### src/rtl/mva_pkg.sv
// ----------------------------------------------------------------------------
// mva_pkg
// Shared types and constants of the MIDI voice allocator: sequencer states,
// result kinds, MIDI command nibbles and fixed limits.
// ----------------------------------------------------------------------------
package mva_pkg;

    // sequencer states
    typedef enum logic [2:0] {
        ST_IDLE,
        ST_MOD,
        ST_ON_SCAN,
        ST_OFF_RD,
        ST_OFF_CMP,
        ST_FLUSH
    } state_t;

    // result kinds
    typedef logic [1:0] kind_t;
    localparam kind_t KIND_VOICE_ON  = 2'd0;
    localparam kind_t KIND_VOICE_OFF = 2'd1;
    localparam kind_t KIND_CTRL      = 2'd2;
    localparam kind_t KIND_BEND      = 2'd3;

    // command nibbles of the running status
    typedef logic [3:0] cmd_t;
    localparam cmd_t CMD_NONE       = 4'h0;
    localparam cmd_t CMD_NOTE_OFF   = 4'h8;
    localparam cmd_t CMD_NOTE_ON    = 4'h9;
    localparam cmd_t CMD_KEY_PRESS  = 4'hA;
    localparam cmd_t CMD_CTRL       = 4'hB;
    localparam cmd_t CMD_PROGRAM    = 4'hC;
    localparam cmd_t CMD_CHAN_PRESS = 4'hD;
    localparam cmd_t CMD_BEND       = 4'hE;
    localparam cmd_t CMD_SYSTEM     = 4'hF;

    // fixed constants
    localparam logic [7:0]  CLOCK_BYTE  = 8'd248;
    localparam logic [13:0] BEND_CENTER = 14'd8192;
    localparam logic [3:0]  VC_RESET    = 4'd8;
    localparam int          MAX_RESULTS = 8;
    localparam int          EMIT_W      = $clog2(MAX_RESULTS + 1);

endpackage

### src/rtl/midi_voice_allocator_core.sv
// ----------------------------------------------------------------------------
// midi_voice_allocator_core
// Parses a raw MIDI byte stream with running status, assigns voices
// round-robin on note-on, frees voices on note-off and reports controller
// changes and pitch bend as result items.
// ----------------------------------------------------------------------------
//
//  channel  | direction | handshake             | payload
//  ---------+-----------+-----------------------+------------------------------
//  in       | input     | in_valid / in_ready   | midi_byte
//  out      | output    | out_valid / out_ready | kind voice note value channel
//                                               | last
//  cfg      | input     | cfg_valid / cfg_ready | cfg_data (voice_count)
//
//  status, clock and ignored bytes are taken in idle; controller and bend
//  then pass the flush state. note-on: idle, start modulo, a scan of up to
//  n voices, then flush for the result. note-off: idle, then a note memory
//  read and a compare for each voice below the count, then flush for the
//  final result; output stalls hold the compare and flush states.
//  reset clears the voice valid bits at once; no clearing pass is needed.
//  in_ready is high only in idle; the output register lets the next byte in
//  while a result still waits.
module midi_voice_allocator_core #(
    parameter int NUM_VOICES = 8
) (
    input  logic               clk,
    input  logic               rst_n,
    input  logic               in_valid,
    output logic               in_ready,
    input  logic [7:0]         midi_byte,
    output logic               out_valid,
    input  logic               out_ready,
    output logic [1:0]         kind,
    output logic [2:0]         voice,
    output logic [6:0]         note,
    output logic signed [13:0] value,
    output logic [3:0]         channel,
    output logic               last,
    input  logic               cfg_valid,
    output logic               cfg_ready,
    input  logic [3:0]         cfg_data
);

    localparam int VIDX_W   = (NUM_VOICES > 1) ? $clog2(NUM_VOICES) : 1;
    localparam int CNT_W    = $clog2(NUM_VOICES + 1);
    localparam int WC       = (CNT_W > 4) ? CNT_W : 4;
    localparam int LV_RESET = ((NUM_VOICES < 8) ? NUM_VOICES : 8) - 1;

    // state
    mva_pkg::state_t                 state_reg, state_next;
    logic [3:0]                      voice_count_reg;
    mva_pkg::cmd_t                   rs_reg, rs_next;
    logic [3:0]                      ch_reg, ch_next;
    logic                            dc_reg, dc_next;
    logic [6:0]                      first_reg, first_next;
    logic [6:0]                      note_reg, note_next;
    logic [6:0]                      vel_reg, vel_next;
    logic [NUM_VOICES-1:0]           valid_reg, valid_next;
    logic [VIDX_W-1:0]               last_voice_reg, last_voice_next;
    logic [VIDX_W-1:0]               idx_reg, idx_next;
    logic [VIDX_W-1:0]               start_reg, start_next;
    logic [CNT_W-1:0]                modx_reg, modx_next;
    logic [mva_pkg::EMIT_W-1:0]      emit_cnt_reg, emit_cnt_next;
    mva_pkg::kind_t                  pend_kind_reg, pend_kind_next;
    logic [2:0]                      pend_voice_reg, pend_voice_next;
    logic [6:0]                      pend_note_reg, pend_note_next;
    logic [13:0]                     pend_value_reg, pend_value_next;

    // output register
    logic                            out_valid_reg;
    mva_pkg::kind_t                  kind_reg;
    logic [2:0]                      voice_reg;
    logic [6:0]                      note_out_reg;
    logic [13:0]                     value_reg;
    logic [3:0]                      channel_reg;
    logic                            last_reg;

    // note memory
    logic [6:0]                      note_mem [NUM_VOICES];
    logic [6:0]                      note_rd_reg;
    logic                            mem_we;

    // helpers
    logic                            can_push;
    logic                            push;
    logic                            push_last;
    logic [WC-1:0]                   vc_ext;
    logic [CNT_W-1:0]                eff_n;
    logic [CNT_W-1:0]                idx_inc;
    logic [VIDX_W-1:0]               idx_wrap;
    logic                            off_match;
    logic                            off_take;

    // effective voice count, saturated to 1..NUM_VOICES
    always_comb
    begin
        vc_ext = WC'(voice_count_reg);
        if (vc_ext == '0)
        begin
            eff_n = CNT_W'(1);
        end
        else if (vc_ext > WC'(NUM_VOICES))
        begin
            eff_n = CNT_W'(NUM_VOICES);
        end
        else
        begin
            eff_n = CNT_W'(vc_ext);
        end
    end

    // next voice index, wrapping at the count
    always_comb
    begin
        idx_inc = CNT_W'(idx_reg) + CNT_W'(1);
        if (idx_inc >= eff_n)
        begin
            idx_wrap = '0;
        end
        else
        begin
            idx_wrap = VIDX_W'(idx_inc);
        end
    end

    assign can_push  = !out_valid_reg || out_ready;
    assign off_match = valid_reg[idx_reg] && (note_rd_reg == note_reg);
    assign off_take  = off_match && (emit_cnt_reg < mva_pkg::EMIT_W'(mva_pkg::MAX_RESULTS));

    // sequencer: next state and outputs
    always_comb
    begin
        state_next      = state_reg;
        rs_next         = rs_reg;
        ch_next         = ch_reg;
        dc_next         = dc_reg;
        first_next      = first_reg;
        note_next       = note_reg;
        vel_next        = vel_reg;
        valid_next      = valid_reg;
        last_voice_next = last_voice_reg;
        idx_next        = idx_reg;
        start_next      = start_reg;
        modx_next       = modx_reg;
        emit_cnt_next   = emit_cnt_reg;
        pend_kind_next  = pend_kind_reg;
        pend_voice_next = pend_voice_reg;
        pend_note_next  = pend_note_reg;
        pend_value_next = pend_value_reg;
        mem_we          = 1'b0;
        push            = 1'b0;
        push_last       = 1'b0;
        in_ready        = 1'b0;

        case (state_reg)
            mva_pkg::ST_IDLE:
            begin
                in_ready = 1'b1;
                if (in_valid)
                begin
                    if (midi_byte == mva_pkg::CLOCK_BYTE)
                    begin
                        // timing clock is dropped
                    end
                    else if (midi_byte[7])
                    begin
                        rs_next = midi_byte[7:4];
                        ch_next = midi_byte[3:0];
                        dc_next = 1'b0;
                    end
                    else if (!rs_reg[3] || (rs_reg inside {mva_pkg::CMD_PROGRAM,
                             mva_pkg::CMD_CHAN_PRESS, mva_pkg::CMD_SYSTEM}))
                    begin
                        // data with no command or for a one-byte message
                    end
                    else if (!dc_reg)
                    begin
                        first_next = midi_byte[6:0];
                        dc_next    = 1'b1;
                    end
                    else
                    begin
                        dc_next   = 1'b0;
                        note_next = first_reg;
                        vel_next  = midi_byte[6:0];
                        case (rs_reg)
                            mva_pkg::CMD_NOTE_OFF, mva_pkg::CMD_NOTE_ON:
                            begin
                                if (rs_reg == mva_pkg::CMD_NOTE_ON && midi_byte[6:0] != 7'd0)
                                begin
                                    modx_next  = CNT_W'(last_voice_reg) + CNT_W'(1);
                                    state_next = mva_pkg::ST_MOD;
                                end
                                else
                                begin
                                    idx_next      = '0;
                                    emit_cnt_next = '0;
                                    state_next    = mva_pkg::ST_OFF_RD;
                                end
                            end
                            mva_pkg::CMD_CTRL:
                            begin
                                pend_kind_next  = mva_pkg::KIND_CTRL;
                                pend_voice_next = 3'd0;
                                pend_note_next  = first_reg;
                                pend_value_next = 14'(midi_byte[6:0]);
                                state_next      = mva_pkg::ST_FLUSH;
                            end
                            mva_pkg::CMD_BEND:
                            begin
                                pend_kind_next  = mva_pkg::KIND_BEND;
                                pend_voice_next = 3'd0;
                                pend_note_next  = 7'd0;
                                pend_value_next = {midi_byte[6:0], first_reg}
                                                  - mva_pkg::BEND_CENTER;
                                state_next      = mva_pkg::ST_FLUSH;
                            end
                            default:
                            begin
                                // key pressure is consumed silently
                            end
                        endcase
                    end
                end
            end

            // start = (last voice + 1) modulo count, by repeated subtraction
            mva_pkg::ST_MOD:
            begin
                if (modx_reg >= eff_n)
                begin
                    modx_next = modx_reg - eff_n;
                end
                else
                begin
                    idx_next   = VIDX_W'(modx_reg);
                    start_next = VIDX_W'(modx_reg);
                    state_next = mva_pkg::ST_ON_SCAN;
                end
            end

            // round-robin search for a free voice
            mva_pkg::ST_ON_SCAN:
            begin
                if (!valid_reg[idx_reg])
                begin
                    valid_next[idx_reg] = 1'b1;
                    mem_we              = 1'b1;
                    last_voice_next     = idx_reg;
                    pend_kind_next      = mva_pkg::KIND_VOICE_ON;
                    pend_voice_next     = 3'(idx_reg);
                    pend_note_next      = note_reg;
                    pend_value_next     = 14'(vel_reg);
                    state_next          = mva_pkg::ST_FLUSH;
                end
                else if (idx_wrap == start_reg)
                begin
                    state_next = mva_pkg::ST_IDLE;
                end
                else
                begin
                    idx_next = idx_wrap;
                end
            end

            // note memory read in flight
            mva_pkg::ST_OFF_RD:
            begin
                state_next = mva_pkg::ST_OFF_CMP;
            end

            // compare one voice, hold back one result to mark the final one
            mva_pkg::ST_OFF_CMP:
            begin
                if (!(off_take && emit_cnt_reg != '0 && !can_push))
                begin
                    if (off_match)
                    begin
                        valid_next[idx_reg] = 1'b0;
                    end
                    if (off_take)
                    begin
                        push            = (emit_cnt_reg != '0);
                        pend_kind_next  = mva_pkg::KIND_VOICE_OFF;
                        pend_voice_next = 3'(idx_reg);
                        pend_note_next  = note_reg;
                        pend_value_next = 14'(vel_reg);
                        emit_cnt_next   = emit_cnt_reg + mva_pkg::EMIT_W'(1);
                    end
                    if (CNT_W'(idx_reg) == eff_n - CNT_W'(1))
                    begin
                        if (off_take || emit_cnt_reg != '0)
                        begin
                            state_next = mva_pkg::ST_FLUSH;
                        end
                        else
                        begin
                            state_next = mva_pkg::ST_IDLE;
                        end
                    end
                    else
                    begin
                        idx_next   = VIDX_W'(idx_inc);
                        state_next = mva_pkg::ST_OFF_RD;
                    end
                end
            end

            // hand the held result to the output as the final one
            mva_pkg::ST_FLUSH:
            begin
                if (can_push)
                begin
                    push       = 1'b1;
                    push_last  = 1'b1;
                    state_next = mva_pkg::ST_IDLE;
                end
            end

            default:
            begin
                state_next = mva_pkg::ST_IDLE;
            end
        endcase
    end

    // state register and control state
    always_ff @(posedge clk or negedge rst_n)
    begin
        if (!rst_n)
        begin
            state_reg       <= mva_pkg::ST_IDLE;
            voice_count_reg <= mva_pkg::VC_RESET;
            rs_reg          <= mva_pkg::CMD_NONE;
            ch_reg          <= 4'd0;
            dc_reg          <= 1'b0;
            first_reg       <= 7'd0;
            valid_reg       <= '0;
            last_voice_reg  <= VIDX_W'(LV_RESET);
            emit_cnt_reg    <= '0;
            out_valid_reg   <= 1'b0;
        end
        else
        begin
            state_reg      <= state_next;
            rs_reg         <= rs_next;
            ch_reg         <= ch_next;
            dc_reg         <= dc_next;
            first_reg      <= first_next;
            valid_reg      <= valid_next;
            last_voice_reg <= last_voice_next;
            emit_cnt_reg   <= emit_cnt_next;
            if (cfg_valid)
            begin
                voice_count_reg <= cfg_data;
            end
            if (push)
            begin
                out_valid_reg <= 1'b1;
            end
            else if (out_ready)
            begin
                out_valid_reg <= 1'b0;
            end
        end
    end

    // payload registers
    always_ff @(posedge clk)
    begin
        note_reg       <= note_next;
        vel_reg        <= vel_next;
        idx_reg        <= idx_next;
        start_reg      <= start_next;
        modx_reg       <= modx_next;
        pend_kind_reg  <= pend_kind_next;
        pend_voice_reg <= pend_voice_next;
        pend_note_reg  <= pend_note_next;
        pend_value_reg <= pend_value_next;
        if (push)
        begin
            kind_reg     <= pend_kind_reg;
            voice_reg    <= pend_voice_reg;
            note_out_reg <= pend_note_reg;
            value_reg    <= pend_value_reg;
            channel_reg  <= ch_reg;
            last_reg     <= push_last;
        end
    end

    // note memory, one write and one registered read at the scan index
    always_ff @(posedge clk)
    begin
        if (mem_we)
        begin
            note_mem[idx_reg] <= note_reg;
        end
        note_rd_reg <= note_mem[idx_reg];
    end

    assign cfg_ready = 1'b1;
    assign out_valid = out_valid_reg;
    assign kind      = kind_reg;
    assign voice     = voice_reg;
    assign note      = note_out_reg;
    assign value     = value_reg;
    assign channel   = channel_reg;
    assign last      = last_reg;

endmodule

### config.mk
export PLATFORM = sky130hd
export DESIGN_NAME = midi_voice_allocator_core
export DESIGN_NICKNAME = d
export VERILOG_FILES = /design/src/rtl/mva_pkg.sv /design/src/rtl/midi_voice_allocator_core.sv
export SDC_FILE = /design/constraint.sdc
export NUM_CORES = 1
export LEC_CHECK = 0
export BUFFER_PORTS_ARGS = -buffer_cell sky130_fd_sc_hd__clkbuf_2
export CAP_MARGIN = 40
export CORE_MARGIN = 2
export CORE_UTILIZATION = 65
export CTS_CLUSTER_SIZE = 12
export DETAILED_ROUTE_END_ITERATION = 10
export GPL_ROUTABILITY_DRIVEN = 0
export PLACE_DENSITY_LB_ADDON = 0.3
export RECOVER_POWER = 25
export REMOVE_ABC_BUFFERS = 1
export SLEW_MARGIN = 15
export SYNTH_ARGS = -nofsm -noshare
export SYNTH_HDL_FRONTEND = slang
export SYNTH_SLANG_ARGS = --single-unit
### constraint.sdc
create_clock -name clk -period 12.65 [get_ports clk]
set_clock_uncertainty 0.1 [all_clocks]
set_input_delay 2.53 -clock clk [delete_from_list [all_inputs] [get_ports clk]]
set_output_delay 2.53 -clock clk [all_outputs]
set_load 0.05 [all_outputs]
Word-level counts from Yosys, hierarchy flattened:

Memory sizes are Yosys's and may differ from the RTL's. A register that Yosys moved wholly into a read port is not among the register bits.
Index checks and enable logic that the tools add are counted.

* $add $sub $neg: 6
* $lt $le $gt $ge: 6
* equality and inequality tests: 39
* mux-type cells: 112
* bitwise logic cells: 9
* reduce and logical (&&, ||, !) cells: 38

Operators by type and width (number)
* 2-to-1 mux 14 bit: 8
* 2-to-1 mux 3 bit: 34
* 2-to-1 mux 4 bit: 19
* 2-to-1 mux 7 bit: 8
* one-hot mux 14 bit (3 select lines): 1
* AND reduction 10 bit: 4
* inequality test 2 bit, second input constant: 19
* == test 4 bit, second input constant: 7
* one-hot mux 14 bit (2 select lines): 1
* 2-to-1 mux 8 bit: 3
* one-hot mux 7 bit (3 select lines): 1
* 2-to-1 mux 2 bit: 9
* one-hot mux 3 bit (6 select lines): 1
* one-hot mux 4 bit (2 select lines): 2
* one-hot mux 8 bit (2 select lines): 1
* 2-to-1 mux 1 bit: 15
* one-hot mux 7 bit (2 select lines): 1
* subtractor 14 bit, second input constant: 1
* AND reduction 13 bit: 1
* one-hot mux 3 bit (4 select lines): 1
* AND reduction 4 bit: 3
* AND reduction 6 bit: 2
* one-hot mux 3 bit (3 select lines): 1
* AND reduction 9 bit: 1
* other kinds (41): 66

* register bits after elaboration: 120
* bits in writable memories: 56
* bits of input ports: 17
* memories kept: 1

Memories
* note_mem: depth 8, width 7, rd ports 1, clocked after Yosys merged registers in 1, wr ports 1, line midi_voice_allocator_core.sv:79 `logic [6:0] note_mem [NUM_VOICES];`

Longest topological paths before layout:

* depth after elaboration: 10
* mapped depth: 13

Worst setup path after synthesis:

OpenSTA, ideal clock, no wires.

* path kind: input -> register
* from: in midi_byte[7]
* to: reg pend_kind_reg[0] (enable)
* library setup time: 0.477 ns
* arrival: 5.545 ns
* path slack: 6.528 ns
* cell stages on the path: 2
* path buffers: 0
* cells stage by stage: o31a_1 > a2111oi_1

* longest elaborated chain between the ends: 3

Ends and longest elaborated chain
* from (decl): line midi_voice_allocator_core.sv:30 `input logic [7:0] midi_byte,`
* == test 8 bit: line midi_voice_allocator_core.sv:161 `if (midi_byte == mva_pkg::CLOCK_BYTE)`
* inequality test 2 bit (no line)
* AND reduction 10 bit (no line) *
* to (signal assigned): line midi_voice_allocator_core.sv:376 `pend_kind_reg <= pend_kind_next;`
* to (decl): line midi_voice_allocator_core.sv:64 `mva_pkg::kind_t pend_kind_reg, pend_kind_next;`

Mark *: on every way between the ends. The rest lies on a longest branch, timed or not.
A chain may end at the register's enable or synchronous reset.

Final worst setup path:

* from: reg state_reg[0]
* to: out in_ready

* longest elaborated chain between the ends: 2

Ends and longest elaborated chain
* from (decl): line midi_voice_allocator_core.sv:50 `mva_pkg::state_t state_reg, state_next;`
* from (signal assigned): line midi_voice_allocator_core.sv:332 `state_reg <= mva_pkg::ST_IDLE;`
* from (signal assigned): line midi_voice_allocator_core.sv:345 `state_reg <= state_next;`
* zero test 3 bit: line midi_voice_allocator_core.sv:155 `case (state_reg)`
* 2-to-1 mux 1 bit: line midi_voice_allocator_core.sv:155
* to (decl): line midi_voice_allocator_core.sv:29 `output logic in_ready,`

No other way between the ends.

==> results.md <==
- Reg power frac: 0.431
- Chip Height: roughly 110 µm
- Cell Pwr Density: 246 mW/mm²
- Mean Syn Cell Area: roughly 14 µm²
- Worst hold-check path type: reg -> reg
- DP Wirelength: about 10000 µm
- Crit path max fanout: 20
- IO buf count: between 40 and 50
- Synth Instances: 566
- Bufs and invs on worst path: 1
- Largest net degree at the start of global routing: 34
- CP endpoint kind: output pin
- Wirelength per Cell: between 20 and 25 µm
- DRC Markers: 4
- Area of placed instances: approximately 0.0082 mm²
- Final net count: between 600 and 700
- Number of buffers created by CTS: 17
- Final instance area: around 0.009 mm²
- Synth top area cells: edfxtp_1 (53%), dfrtp_1 (11%), nand2_1 (2.8%)
- Largest family of logic cells by synthesized area: simple AND/OR/NAND/NOR gates
- Comb pwr share: 0.329
- Initial Util: 0.672
- WP depth: 2
- Root buffer cell: clkbuf_16
- Total number of vias: roughly 4800
- Grt met2 use: 0.430
- Tcrit/Tclk final: 0.377
- Post_cts resized: 0
- Overall Power: around 2200 µW
- Flops & latches, synth: 183
- Clock transition at path regs: ~70 ps
- Final setup viols: 0
- Largest area contributor in the netlist: edfxtp_1
- Cts hold-fix bufs: 0
- Die area: 0.0128 mm²
- R2R Path End: idx_reg[1]
- Clock Power Share: 0.239
- Reg-to-reg slack, setup: between 8000 and 9000 ps
- Failing checks: DRC, capacitance limit, slew limit
- Int Pwr: about 1400 µW
- Core Rows: 39
- Final Hold Vio Count: 0
- Outcome: finished, violations left
- Static Leak: 0.00330 µW
- Slew @ Worst Pin: roughly 2000 ps
- Gr usage total: 0.267
- Die extent in x: roughly 110 µm
- CTS tree: built
- Initial antenna violation count: 0
- Grt met1 use: 0.359
- Area share of the largest cell type after synthesis: 0.532
- Worst R2R Path Depth: 9
- EDFF count, synth: around 140
- Post-synthesis compound-gate area fraction: 0.0779
- Final wirelength: 15800 µm
- Primary FF master, synth: edfxtp_1
- Register area share after synthesis: 0.676
- GRT busiest layer: met2
- Rel. slew slack: -0.308
- Simple-gate area share of the yosys netlist: 0.109
- CP Launch Type: register
- DR iter-0 viols: approximately 550
- Launch point of the worst path: state_reg[0]
- Area growth syn-to-layout: 13.2%
- Boundary pin count: between 50 and 60
- Detail Route Antenna Nets: 0
- Crit path max-delay family: simple AND/OR/NAND/NOR gates
- Number of flip-flops in the largest register: 56
- ANT cells: 0
- Crit-path cells: nor3_1 -> clkbuf_2
- Most flop-heavy register: note_mem
- First-pass GRT wire length: roughly 25000 µm
- Total clock sinks: roughly 180
- Post-layout util: 0.761
- Multiplexer area fraction after synthesis: 0.0715
- CP endpoint: in_ready
- Xor and xnor area share after synthesis: 0.0192
- Sw frac: 0.357
- Setup TNS: 0 ps
- Grt met3 use: 0.0627
- Max Buffers Root-to-Sink: 2
- Vias in the first global route: 4837
- Cell variety after synth: 65
- Slew Viols, Final: 34
- Vias per cell: 6.22
- Fmax: between 200 and 250 MHz
- Max Cap Viol: 1
- Fin crit period: ~4800 ps
- Critical Path AT: roughly 2100 ps
- Post-synth ARST share: 0.213
- H-tree Lvls: 4
- Adder-Cell Fraction of Synth Area: 0.0249
- Clock latency on the worst-skew pair: approximately 440 ps
- Post-Syn Area: just under 0.008 mm²
- Number of detailed-route iterations in the first pass: 8
- WHS: ~320 ps
- Core area: approximately 0.012 mm²
- Worst path max stage delay: between 600 and 700 ps
- Post-CTS Setup Repair Bufs: 0
- Net Switching: about 770 µW
- CP required: 10020 ps
- Reg2Reg Launch Point: idx_reg[0]
- Crit Path Category: reg -> out
- Yosys warnings: 0
- RSZ-0062 raised after global routing: no
- Gr ovfl total: 0
- CP max-delay cell: nor3_1
- Worst vdd ir: approximately 0.18 mV
- Share of layout cells above drive strength 1: 0.196
-- layout by cell type, fill, tap and decap left out, drive strengths merged, types with 3 or more instances in the layout --
cell and n:
or4 3, dfstp 4, a21o 3, a2111oi 3
nor2b 7, buf 9, mux2 28, nor4 3
mux4 7, o21a 3, inv 19, nand4 5
ha 13, nor2 44, nor3b 3, nand3 11
dfrtp 35, a31oi 13, edfxtp 137, xor2 5
a22o 5, clkinv 8, nor3 10, xnor2 12
dfxtp 7, clkbuf 68, nand2 59, a21oi 13
o21ai 30, a221oi 4, and2 6, mux2i 8
and3 10, nand2b 9, a221o 3
-- routing by layer --
layer,share of wire,vias to the layer above,routed length [µm]
met4,0.017,0,266
li1,-,2215,-
met2,0.51,222,8060
met5,0,-,0
met3,0.078,20,1240
met1,0.39,2368,6240
-- synthesized netlist by cell type (3+ instances only) --
cell type  instances
xnor2_1           12
nor2b_1            7
and2_1             6
inv_1             15
mux2_1            12
o21ai_1           16
xor2_1             5
and3_1            10
mux2i_1            8
a22o_1             5
nor3b_1            3
mux4_2             7
o21a_1             3
nor3_1             8
nand3_1           11
dfstp_2            4
a31oi_1           13
buf_1              3
nand2b_1           9
dfxtp_1            7
nand4_1            5
mux2_2            16
a21o_1             3
clkbuf_1          18
ha_1              13
a221o_1            3
edfxtp_1         137
nand2_1           58
o21ai_0           14
dfrtp_1           35
nor4_1             3
a221oi_1           4
nor2_1            43
a21oi_1           13
-- worst min path at each step --
| stage | start | to | slack, ps | cells past startpoint |
|---|---|---|---|---|
| finish | pend_value_reg[2] | value[2] | 320 | 0 |
| global placement | pend_kind_reg[1] | kind[1] | 300 | 0 |
| global route | pend_value_reg[12] | value[12] | 320 | 0 |
| CTS | pend_value_reg[2] | value[2] | 320 | 0 |
| detailed placement | pend_value_reg[12] | value[12] | 300 | 0 |
| floorplan | pend_kind_reg[0] | kind[0] | 300 | 0 |
-- through the flow --
stage	setup slack, ps	instances
global route	7660	776
global placement	8140	740
finish	7880	776
CTS	7930	776
floorplan	6530	542
detailed placement	8080	744
-- cell type report --
| class | count | area [µm²] |
|---|---|---|
| inverter | 16 | 60.1 |
| sequential | 183 | 5240 |
| clock inverter | 14 | 151 |
| fill | 679 | 2760 |
| timing repair buffer | 59 | 338 |
| tap | 143 | 179 |
| multi-input combinational | 343 | 2370 |
| clock buffer | 18 | 429 |
-- power groups by stage --
stage | clock (µW) | combinational [µW] | sequential [µW]
3_3_place_gp | 0 | 649 | 940
2_1_floorplan | 0 | 436 | 988
3_5_place_dp | 0 | 695 | 938
6_report | 516 | 709 | 930
4_1_cts | 521 | 705 | 928
5_1_grt | 546 | 776 | 944
-- logic make-up after synthesis --
kind of cell               Yosys count
other                                1
xor gates and xnor gates            17
buffers and inverters               40
DFF                                183
AOI/OAI and AO/OA                   92
adders and majority gates           15
and+or+nand+nor                    175
muxes                               43
-- worst reg2reg max path, delay by kind of cell, from the launching register on --
kind / cells / cell delay [ps]
fa+ha+maj: 2 / 830
compound gates: 3 / 1050
buf+inv: 1 / 1400
mux: 1 / 290
simple gates: 2 / 320
flops: 1 / 330
(Power assumes the default switching activity.)
